File: config.mk
export PLATFORM = sky130hd
export DESIGN_NAME = pmq_ptr_file
export DESIGN_NICKNAME = d
export VERILOG_FILES = /design/src/rtl/pmq_pkg.sv /design/src/rtl/pmq_ptr_file.sv
export SDC_FILE = /design/constraint.sdc
export NUM_CORES = 1
export LEC_CHECK = 0
export ABC_AREA = 1
export BUFFER_PORTS_ARGS = -buffer_cell sky130_fd_sc_hd__buf_2
export CAP_MARGIN = 10
export CORE_MARGIN = 1.5
export CORE_UTILIZATION = 35
export DETAILED_ROUTE_END_ITERATION = 10
export PLACE_DENSITY = 0.56
export SLEW_MARGIN = 20
export SYNTH_ARGS = -nofsm -noshare
export SYNTH_HDL_FRONTEND = slang
export SYNTH_SLANG_ARGS = --single-unit
export TNS_END_PERCENT = 10
File: constraint.sdc
create_clock -name aclk -period 6.9 [get_ports aclk]
set_input_delay 1.38 -clock aclk [delete_from_list [all_inputs] [get_ports aclk]]
set_output_delay 1.38 -clock aclk [all_outputs]
set_load 0.005 [all_outputs]
File: src/rtl/pmq_pkg.sv
// Shared types, operation and status codes for the per-task mailbox queues.
// Used by the message RAM, the pointer file and the top-level core.
package pmq_pkg;

    localparam int TASK_LIMIT        = 16;
    localparam int MAX_TEXT_LEN      = 32;
    localparam int DEF_MAILBOX_DEPTH = 16;
    localparam int TASK_W            = 4;
    localparam int NUM_W             = 5;
    localparam int CNT_W             = 9;

    localparam logic [2:0] FUNC_SEND      = 3'd0;
    localparam logic [2:0] FUNC_RECEIVE   = 3'd1;
    localparam logic [2:0] FUNC_COUNT_ONE = 3'd2;
    localparam logic [2:0] FUNC_COUNT_ALL = 3'd3;
    localparam logic [2:0] FUNC_DELETE    = 3'd4;

    localparam logic [1:0] ST_OK      = 2'd0;
    localparam logic [1:0] ST_EMPTY   = 2'd1;
    localparam logic [1:0] ST_INVALID = 2'd2;
    localparam logic [1:0] ST_FULL    = 2'd3;

    localparam logic [1:0] TYPE_UNKNOWN = 2'd3;

    // One stored message.
    typedef struct packed {
        logic [TASK_W-1:0] src;
        logic [TASK_W-1:0] dest;
        logic [1:0]        mtype;
        logic [5:0]        size;
        logic [63:0]       payload;
        logic [31:0]       stamp;
    } msg_t;

    // Pointer update for one mailbox.
    typedef struct packed {
        logic              push;
        logic              pop;
        logic              flush;
        logic [TASK_W-1:0] tid;
    } ptr_cmd_t;

endpackage

File: src/rtl/pmq_ptr_file.sv
// Head pointers and fill counts of all mailboxes, held in flip-flops.
// Applies push, pop and flush commands; depends on pmq_pkg.
module pmq_ptr_file #(
    parameter int MAILBOX_DEPTH = pmq_pkg::DEF_MAILBOX_DEPTH,
    localparam int SLOT_W = (MAILBOX_DEPTH > 1) ? $clog2(MAILBOX_DEPTH) : 1,
    localparam int FILL_W = $clog2(MAILBOX_DEPTH + 1)
) (
    input  logic               aclk,
    input  logic               aresetn,
    input  logic               clear,
    input  pmq_pkg::ptr_cmd_t  cmd,
    output logic [SLOT_W-1:0]  head,
    output logic [FILL_W-1:0]  fill
);
    import pmq_pkg::*;

    logic [SLOT_W-1:0] head_reg [TASK_LIMIT];
    logic [FILL_W-1:0] fill_reg [TASK_LIMIT];

    assign head = head_reg[cmd.tid];
    assign fill = fill_reg[cmd.tid];

    always_ff @(posedge aclk) begin
        if (!aresetn || clear) begin
            for (int i = 0; i < TASK_LIMIT; i++) begin
                head_reg[i] <= '0;
                fill_reg[i] <= '0;
            end
        end else if (cmd.flush) begin
            head_reg[cmd.tid] <= '0;
            fill_reg[cmd.tid] <= '0;
        end else if (cmd.push) begin
            fill_reg[cmd.tid] <= fill + FILL_W'(1);
        end else if (cmd.pop) begin
            head_reg[cmd.tid] <= (head == SLOT_W'(MAILBOX_DEPTH - 1)) ? '0 : head + SLOT_W'(1);
            fill_reg[cmd.tid] <= fill - FILL_W'(1);
        end
    end

endmodule

==> impl_results.md, run 1 <==
- Vias per cell: roughly 5
- Max Fclk: approximately 210 MHz
- Drt wl/cell: 17.24 um
- IO Port Bufs: 18
- Sequential-to-total area share from yosys stat: 0.5963
- LEAKAGE: about 3.2 nW
- Root buf cell: clkbuf_16
- Setup Fix Bufs, Post-CTS: 0
- Cts hold-fix bufs: 0
- Busiest grt layer: met2
- Post-DP HPWL: around 13,000 um
- Min-delay worst type: reg -> reg
- Post-route insts no fill: between 1k and 1.5k
- Crit. End Element: output port
- Largest net degree at the start of global routing: 41
- Routing usage on met2: 0.3035
- CP Class: in -> out
- Critical path arrival: 3.40 ns
- Yosys top cell by area: edfxtp_1
- Routed vias: 5,510
- Synthesized cell area: between 0.007 and 0.008 sq mm
- Max incr delay on CP: ~0.43 ns
- WL final: 19,160 um
- Crit-path cells: buf_2 > inv_1 > nor2_1 > buf_4 > nand2_1 > nand3_1 > nand2_1 > nand2_1 > inv_1 > nand2_1 > buf_2
- Overall power: between 0.002 and 0.0025 W
- CTS clk-pin slew, worst paths: approximately 0.07 ns
- CTS resizes: 0
- Largest register FFs: 80
- Synth top area cells: edfxtp_1, nand2_1, nor2_1, inv_1, a21oi_1
- Synth top area share: 0.5963
- Vias in the first global route: between 5k and 6k
- Dpl cells: about 1.1k
- Share of cells above drive strength 1: 0.1034
- CTS max path bufs: 2
- Remaining Overflow, GRT: 0
- Worst Skew: around 0.011 ns
- Initial DRC count: between 500 and 600
- Tmin final: around 4.8 ns
- Die Ht: between 100 and 150 um
- Status: finished clean
- Post-synth cell types: 27
- Worst slew pin tran: 1.036 ns
- # diodes: 0
- Antenna-violating nets left: 0
- Finished Cell Area: approximately 0.008 sq mm
- Max IR drop VDD: 124.2 uV
- Die X-Extent: approximately 150 um
- Fillers: between 2k and 2.5k
- Clock sinks: around 140
- Setup TNS: 0 ns
- Worst Path Max Fanout: 21
- Slowest CP cell: inv_1
- Buffers & Inverters on Critical Path: 5
- Max Cap Viol: 0
- Crit path required time: 5.52 ns
- Worst-skew pair later-pin latency: between 0.4 and 0.5 ns
- Post-synthesis instance total: approximately 820
- RSZ-0062 raised after global routing: false
- M3 GR Usage: 0.04193
- GRT met1 Usage: 0.2410
- Fin nets: 841
- Core box area: around 0.020 sq mm
- Area added between synthesis and finish: 11.65%
- Startpoint class of the critical path: primary input
- Overall Global Routing Usage: 0.1842
- Initial Utilization: 0.3572
- IO Count: 19
- Placed inst area: ~0.0075 sq mm
- Power Dens Cells: 258.0 mW/mm^2
- Critical path's most frequent cell: nand2_1
- Family with the most delay on the worst path: buffers and inverters
- Synth warn: 0
- TritonCTS clock tree: yes
- Mapped Nets: roughly 830
- Hold Vio Cnt, Final: 0
- Syn avg cell area: 8.855 sq um
- Final setup vio count: 0
- Number of synthesized register bits: 144
- Initial antenna violation count: 0
- H-tree depth: 4
- Tcrit/Tclk final: 0.6927
- Cts bufs inserted: 17
- Post-route DRC violation count: 0
- GP Congestion: 0.8409
- Slew Limit Fails: 0
- Rows: 52
- Drt first pass iters: 5
- Slew HR: 0.3091
- Full die area: about 0.022 sq mm
- First-pass GRT wire length: a little under 30,000 um
==> placed cells by master (no fill, tap or decap), types with 5 or more instances in the layout <==
cell / n
inv_1: 40
clkinvlp_4: 6
buf_4: 5
edfxtp_1: 144
buf_2: 18
clkbuf_16: 17
nand3_1: 10
nand2_1: 371
a21oi_1: 22
a21oi_2: 11
nor2_1: 136
nand3_2: 5
nand4_1: 18
==> power by group <==
part / switching, W / leakage (nW) / total, W / internal (W)
combinational: 0.000114 / 1.30 / 0.000150 / 0.0000368
clock: 0.000363 / 0.272 / 0.000931 / 0.000568
sequential: 0.0000116 / 1.61 / 0.00101 / 0.000996
total: 0.000488 / 3.18 / 0.00209 / 0.00160
==> synthesized netlist by cell type (all sizes together) <==
master and number:
nor2 145, inv 44, xnor2 1, a31oi 1
nor3 1, o21bai 1, clkbuf 11, ha 3
edfxtp 144, clkinv 2, o21ai 3, o31ai 1
nand2 373, buf 22, nand4 18, a21oi 33
nand3 16
==> per-layer routing <==
metal	share of wire	vias up
li1	-	2669
met5	0	-
met2	0.48	178
met3	0.058	22
met4	0.015	0
met1	0.45	2641
==> logic make-up after synthesis <==
logic type | synth area share
and+or+nand+nor | 0.3097
adders and majority gates | 0.005177
DFF | 0.5963
buffers and inverters | 0.05418
AOI/OAI and AO/OA | 0.03347
xor gates and xnor gates | 0.001208
==> tightest hold or removal path: stages, from the launching register on <==
cell and delay (ns):
edfxtp_1 0.32, nand2_1 0.05, nand4_1 0.08, nand2_1 0.05, nand2_1 0.05, inv_1 0.06
nand3_2 0.36, nor2_1 0.07
==> final timing paths <==
check / start / endpoint / slack (ns) / depth (start not counted)
worst max register to register: head_reg[15][1] / head_reg[12][2] / 4.48 / 9
worst min register to register: head_reg[3][0] / head_reg[13][0] / 1.20 / 7
worst min-delay path: head_reg[3][0] / head_reg[13][0] / 1.20 / 7
worst max-delay path: cmd[1] / fill[4] / 2.12 / 11
==> final cells by class <==
cell class | count | area, sq um | area share
Timing Repair Buffer | 23 | 127.6 | 0.01576
Clock inverter | 13 | 162.7 | 0.02009
Multi-Input combinational cell | 596 | 2539 | 0.3136
Inverter | 46 | 172.7 | 0.02133
Sequential cell | 144 | 4324 | 0.5341
Clock buffer | 19 | 432.9 | 0.05347
Tap cell | 270 | 337.8 | 0.04172
==> stage by stage <==
stage	setup slack (ns)	utilization	hold WS, ns
6_report	2.120	0.3989	1.196
5_1_grt	1.914	0.3989	1.269
4_1_cts	2.154	0.3989	1.210
3_5_place_dp	2.159	0.3695	1.184
3_3_place_gp	2.154	0.3695	1.174
2_1_floorplan	3.210	-	0.8554
No activity file was read; power rests on OpenSTA's default activity.
==> run 2: changes to the inputs <==
--- a/config.mk
+++ b/config.mk
@@ -11,7 +11,7 @@
 export CORE_MARGIN = 1.5
 export CORE_UTILIZATION = 35
 export DETAILED_ROUTE_END_ITERATION = 10
-export PLACE_DENSITY = 0.56
+export PLACE_DENSITY = 0.58
 export SLEW_MARGIN = 20
 export SYNTH_ARGS = -nofsm -noshare
 export SYNTH_HDL_FRONTEND = slang
==> constraint.sdc (replaced) <==
create_clock -name aclk -period 3.92 [get_ports aclk]
set_input_delay 0.784 -clock aclk [delete_from_list [all_inputs] [get_ports aclk]]
set_output_delay 0.784 -clock aclk [all_outputs]
set_load 0.005 [all_outputs]
==> impl_results.md, run 2 (synthesis results as in run 1) <==
- Slowest CP cell: buf_2
- Worst slew pin tran: around 0.83 ns
- Max IR drop VDD: roughly 260 uV
- Antenna-violating nets left: 0
- First-pass GRT wire length: about 30,000 um
- Die Ht: around 150 um
- Tmin final: ~3.4 ns
- H-tree depth: 4
- Area added between synthesis and finish: 13.37%
- Vias per cell: about 5
- Initial DRC count: 537
- Setup Fix Bufs, Post-CTS: 0
- CTS max path bufs: 2
- Core box area: 0.02030 sq mm
- Fillers: around 2.0k
- Setup TNS: 0 ns
- Tcrit/Tclk final: 0.8609
- Slew HR: 0.4435
- Initial Utilization: 0.3572
- Commonest cells after routing, fill and taps aside: nand2_1, edfxtp_1, nor2_1
- Min-delay worst type: in -> reg
- Crit. End Element: output port
- IO Port Bufs: 18
- Number of cells on the worst reg-to-reg path: 14
- Drt first pass iters: 5
- Min-delay src: cmd[2]
- Crit-path cells: buf_2 > nand2_1 > inv_2 > nand2_1 > nand4_1 > nand2_1 > nand2_1 > inv_1 > nand2_1 > buf_2
- Worst Skew: about 0.0067 ns
- Largest net degree at the start of global routing: 33
- Overall power: between 0.003 and 0.004 W
- Share of cells above drive strength 1: 0.1106
- Overall Global Routing Usage: 0.1839
- Post-route DRC violation count: 0
- Hold Vio Cnt, Final: 0
- Post-DP HPWL: around 13,000 um
- PnR worst setup slack: 0.5452 ns
- TritonCTS clock tree: yes
- Commonest non-fill, non-tap cell in the layout: nand2_1
- Reg2reg start: fill_reg[3][0]
- Routed vias: 5,533
- Full die area: between 0.02 and 0.025 sq mm
- R2R Path End: fill_reg[5][4]
- LEAKAGE: between 3 and 4 nW
- Final hold slack: approximately 1.1 ns
- CP Class: in -> out
- Remaining Overflow, GRT: 0
- Crit path required time: around 3.1 ns
- Max Fclk: about 300 MHz
- Die X-Extent: around 150 um
- Crit path launch: cmd[1]
- Worst Path Max Fanout: 21
- Clock sinks: roughly 140
- CTS resizes: 0
- IO Count: 19
- Max incr delay on CP: around 0.38 ns
- Initial antenna violation count: 0
- Drt wl/cell: 16.98 um
- Vias in the first global route: about 5.3k
- Worst hold endpoint: head_reg[13][0]
- Family with the most delay on the worst path: buffers and inverters
- Pre-CTS WS: around 0.37 ns
- Cts hold-fix bufs: 0
- Final setup vio count: 0
- GP Congestion: approximately 0.89
- Buffers & Inverters on Critical Path: 4
- Root buf cell: clkbuf_16
- Status: finished clean
- Max Cap Viol: 0
- Flop2flop setup slack: between 1.5 and 2 ns
- CTS clk-pin slew, worst paths: 0.05 ns
- Slew Limit Fails: 0
- Critical path arrival: between 2 and 3 ns
- Power Dens Cells: roughly 460 mW/mm^2
- Rows: 52
- Hold Crit Depth: 5
- RSZ-0062 raised after global routing: false
- Startpoint class of the critical path: primary input
- Cts bufs inserted: 17
- Fin nets: roughly 850
- Worst-skew pair later-pin latency: about 0.43 ns
- WL final: between 15,000 and 20,000 um
- Critical path's most frequent cell: nand2_1
- # diodes: 0
- Largest register FFs: 80
-- run 2: cell types whose count changed in the layout (fill, tap and decap cells not counted), sizes merged --
| cell | previous run | this run |
|---|---|---|
| inv | 45 | 44 |
| buf | 23 | 33 |
| bufinv | 3 | 5 |
| clkinv | 5 | 9 |
| clkinvlp | 6 | 0 |
-- run 2: stage by stage --
| step | cells | cell area [sq um] | util |
|---|---|---|---|
| 5_1_grt | 1120 | 8222 | 0.4050 |
| 4_1_cts | 1120 | 8222 | 0.4050 |
| 3_5_place_dp | 1089 | 7597 | 0.3743 |
| 2_1_floorplan | 819 | 7252 | - |
| 3_3_place_gp | 1089 | 7597 | 0.3743 |
| 6_report | 1120 | 8222 | 0.4050 |
-- run 2: metal layers --
layer | up-vias | global-route usage | routed length (um)
li1 | 2691 | - | -
met1 | 2623 | 0.2419 | 8507
met2 | 194 | 0.3035 | 9086
met3 | 25 | 0.04099 | 1130
met4 | 0 | 0.05700 | 294
met5 | - | 0 | 0
-- run 2: worst max path at each step --
| stage | endpoint | slack [ns] | cells past startpoint |
|---|---|---|---|
| floorplan | head_reg[15][3] | 1.22 | 16 |
| global placement | head_reg[9][2] | 0.34 | 12 |
| detailed placement | head_reg[4][2] | 0.37 | 12 |
| CTS | head[2] | 0.55 | 10 |
| global route | head[2] | 0.39 | 10 |
| finish | head[2] | 0.55 | 10 |
-- run 2: area by class of cell --
type / instances / area [sq um] / area share
Clock inverter: 12 / 191.4 / 0.02328
Tap cell: 270 / 337.8 / 0.04109
Clock buffer: 19 / 432.9 / 0.05266
Sequential cell: 144 / 4324 / 0.5259
Multi-Input combinational cell: 596 / 2535 / 0.3083
Inverter: 46 / 172.7 / 0.02100
Timing Repair Buffer: 33 / 227.7 / 0.02770
-- run 2: power by group --
part | total (W) | internal (W) | switching [W]
clock | 0.00173 | 0.00112 | 0.000616
sequential | 0.00177 | 0.00175 | 0.0000203
combinational | 0.000271 | 0.0000720 | 0.000199
total | 0.00378 | 0.00294 | 0.000835
-- run 2: worst register-to-register path, delay by kind of cell, from the launching register on --
kind            cells  cell delay (ns)
fa+ha+maj           1             0.22
simple gates       10             1.11
compound gates      1             0.31
buf+inv             2             0.17
flops               1             0.37
==> run 3: changes to the inputs <==
--- a/config.mk
+++ b/config.mk
@@ -9,9 +9,10 @@
 export BUFFER_PORTS_ARGS = -buffer_cell sky130_fd_sc_hd__buf_2
 export CAP_MARGIN = 10
 export CORE_MARGIN = 1.5
-export CORE_UTILIZATION = 35
+export CORE_UTILIZATION = 50
+export CTS_BUF_LIST = sky130_fd_sc_hd__clkbuf_4 sky130_fd_sc_hd__clkbuf_8 sky130_fd_sc_hd__clkbuf_16
 export DETAILED_ROUTE_END_ITERATION = 10
-export PLACE_DENSITY = 0.58
+export PLACE_DENSITY = 0.75
 export SLEW_MARGIN = 20
 export SYNTH_ARGS = -nofsm -noshare
 export SYNTH_HDL_FRONTEND = slang
==> constraint.sdc (replaced) <==
create_clock -name aclk -period 2.7 [get_ports aclk]
set_input_delay 0.54 -clock aclk [delete_from_list [all_inputs] [get_ports aclk]]
set_output_delay 0.54 -clock aclk [all_outputs]
set_load 0.005 [all_outputs]
==> impl_results.md, run 3 (synthesis results as in run 1) <==
- Placed inst area: 0.007840 sq mm
- CTS resizes: 0
- Family with the most delay on the worst path: buffers and inverters
- Clock sinks: between 100 and 150
- Max incr delay on CP: around 0.23 ns
- Antenna-violating nets left: 0
- Fillers: approximately 1.2k
- Buffers & Inverters on Critical Path: 6
- Remaining Overflow, GRT: 0
- Vias in the first global route: roughly 5.5k
- Slew Limit Fails: 0
- Routed vias: approximately 5.8k
- Tcrit/Tclk final: 0.9245
- LEAKAGE: 3.475 nW
- Final hold slack: ~0.66 ns
- GP Congestion: 0.9133
- Worst Skew: roughly 0.0062 ns
- Worst slew pin tran: 0.4816 ns
- Status: finished clean
- Max Cap Viol: 0
- Commonest cells after routing, fill and taps aside: nand2_1, edfxtp_1, nor2_1
- Initial antenna violation count: 0
- CTS clk-pin slew, worst paths: ~0.06 ns
- Vias per cell: about 5.5
- Root buf cell: clkbuf_16
- Setup Fix Bufs, Post-CTS: 0
- CP Class: in -> out
- Largest net degree at the start of global routing: 33
- Crit-path cells: buf_2 > buf_4 > nand2_1 > inv_2 > buf_4 > nand2_1 > nand3_1 > nand2_1 > nand2_1 > inv_1 > nand2_1 > buf_2
- Max Fclk: roughly 400 MHz
- Largest register FFs: 80
- Power Dens Cells: 654.5 mW/mm^2
- First-pass GRT wire length: ~29,000 um
- Initial DRC count: between 500 and 600
- Pre-CTS WS: -0.03342 ns
- RSZ-0062 raised after global routing: false
- Startpoint class of the critical path: primary input
- Die X-Extent: ~120 um
- Commonest non-fill, non-tap cell in the layout: nand2_1
- Slew HR: 0.6772
- Overall Global Routing Usage: 0.2627
- Finished Cell Area: between 0.008 and 0.009 sq mm
- Tmin final: approximately 2.5 ns
- Worst Path Max Fanout: 17
- Die Ht: ~120 um
- PnR worst setup slack: just over 0.2 ns
- Worst-skew pair later-pin latency: about 0.44 ns
- Final setup vio count: 0
- Drt wl/cell: approximately 18 um
- Max IR drop VDD: between 600 and 700 uV
- Rows: 43
- Critical path's most frequent cell: nand2_1
- Crit path required time: 2.16 ns
- Cts hold-fix bufs: 0
- Drt first pass iters: 5
- Critical path arrival: ~2.0 ns
- Core box area: approximately 0.014 sq mm
- Area added between synthesis and finish: 16.82%
- Slowest CP cell: inv_2
- H-tree depth: 4
- Cts bufs inserted: 17
- WL final: 18,650 um
- IO Count: 19
- Min-delay worst type: in -> reg
- IO Port Bufs: 18
- Full die area: around 0.015 sq mm
- Post-route DRC violation count: 0
- Crit. End Element: output port
- CTS max path bufs: 2
- TritonCTS clock tree: yes
- # diodes: 0
- Initial Utilization: 0.5164
- Post-DP HPWL: 13,170 um
- Hold Vio Cnt, Final: 0
- Share of cells above drive strength 1: 0.1480
- Fin nets: between 800 and 900
run 3: final cells by class:
| cell class | count | area (sq um) | area share |
|---|---|---|---|
| flip-flops and latches | 144 | 4324 | 0.5104 |
| multi-input cells | 596 | 2535 | 0.2992 |
| repair buffers | 67 | 583.1 | 0.06882 |
| clock buffers | 17 | 425.4 | 0.05021 |
| well taps | 180 | 225.2 | 0.02658 |
| clock inverters | 15 | 206.4 | 0.02437 |
| inverters | 46 | 172.7 | 0.02038 |
run 3: per-stage QoR:
stage	utilization	instances	TNS (ns)	total power [W]
6_report	0.6033	1065	0	0.005545
2_1_floorplan	-	819	0	0.002883
3_3_place_gp	0.5583	1033	0	0.003038
5_1_grt	0.6033	1065	0	0.005685
3_5_place_dp	0.5583	1033	-0.3732	0.003048
4_1_cts	0.6033	1065	0	0.005553
run 3: final timing paths:
| path | slack (ns) | depth (start not counted) | start | to |
|---|---|---|---|---|
| worst max-delay path | 0.20 | 12 | cmd[0] | fill[4] |
| worst min-delay path | 0.66 | 4 | cmd[4] | fill_reg[3][4] |
| worst max register to register | 0.53 | 16 | fill_reg[1][1] | fill_reg[14][4] |
| worst min register to register | 1.05 | 8 | head_reg[1][0] | head_reg[9][0] |
run 3: metal layers:
metal / routed length, um / GRT usage / vias up
li1: - / - / 2764
met1: 7388 / 0.3281 / 2723
met2: 9154 / 0.4302 / 273
met3: 1465 / 0.05904 / 56
met4: 645 / 0.1336 / 0
met5: 0 / 0 / -
run 3: power breakdown:
part	internal (W)	switching, W
Sequential	0.00254	0.0000284
Clock	0.00156	0.000978
Combinational	0.000136	0.000299
run 3: worst min-delay path: stages:
cell,delay (ns)
buf_2,0.10
nor3_2,0.08
nand3_2,0.13
a21oi_1,0.08
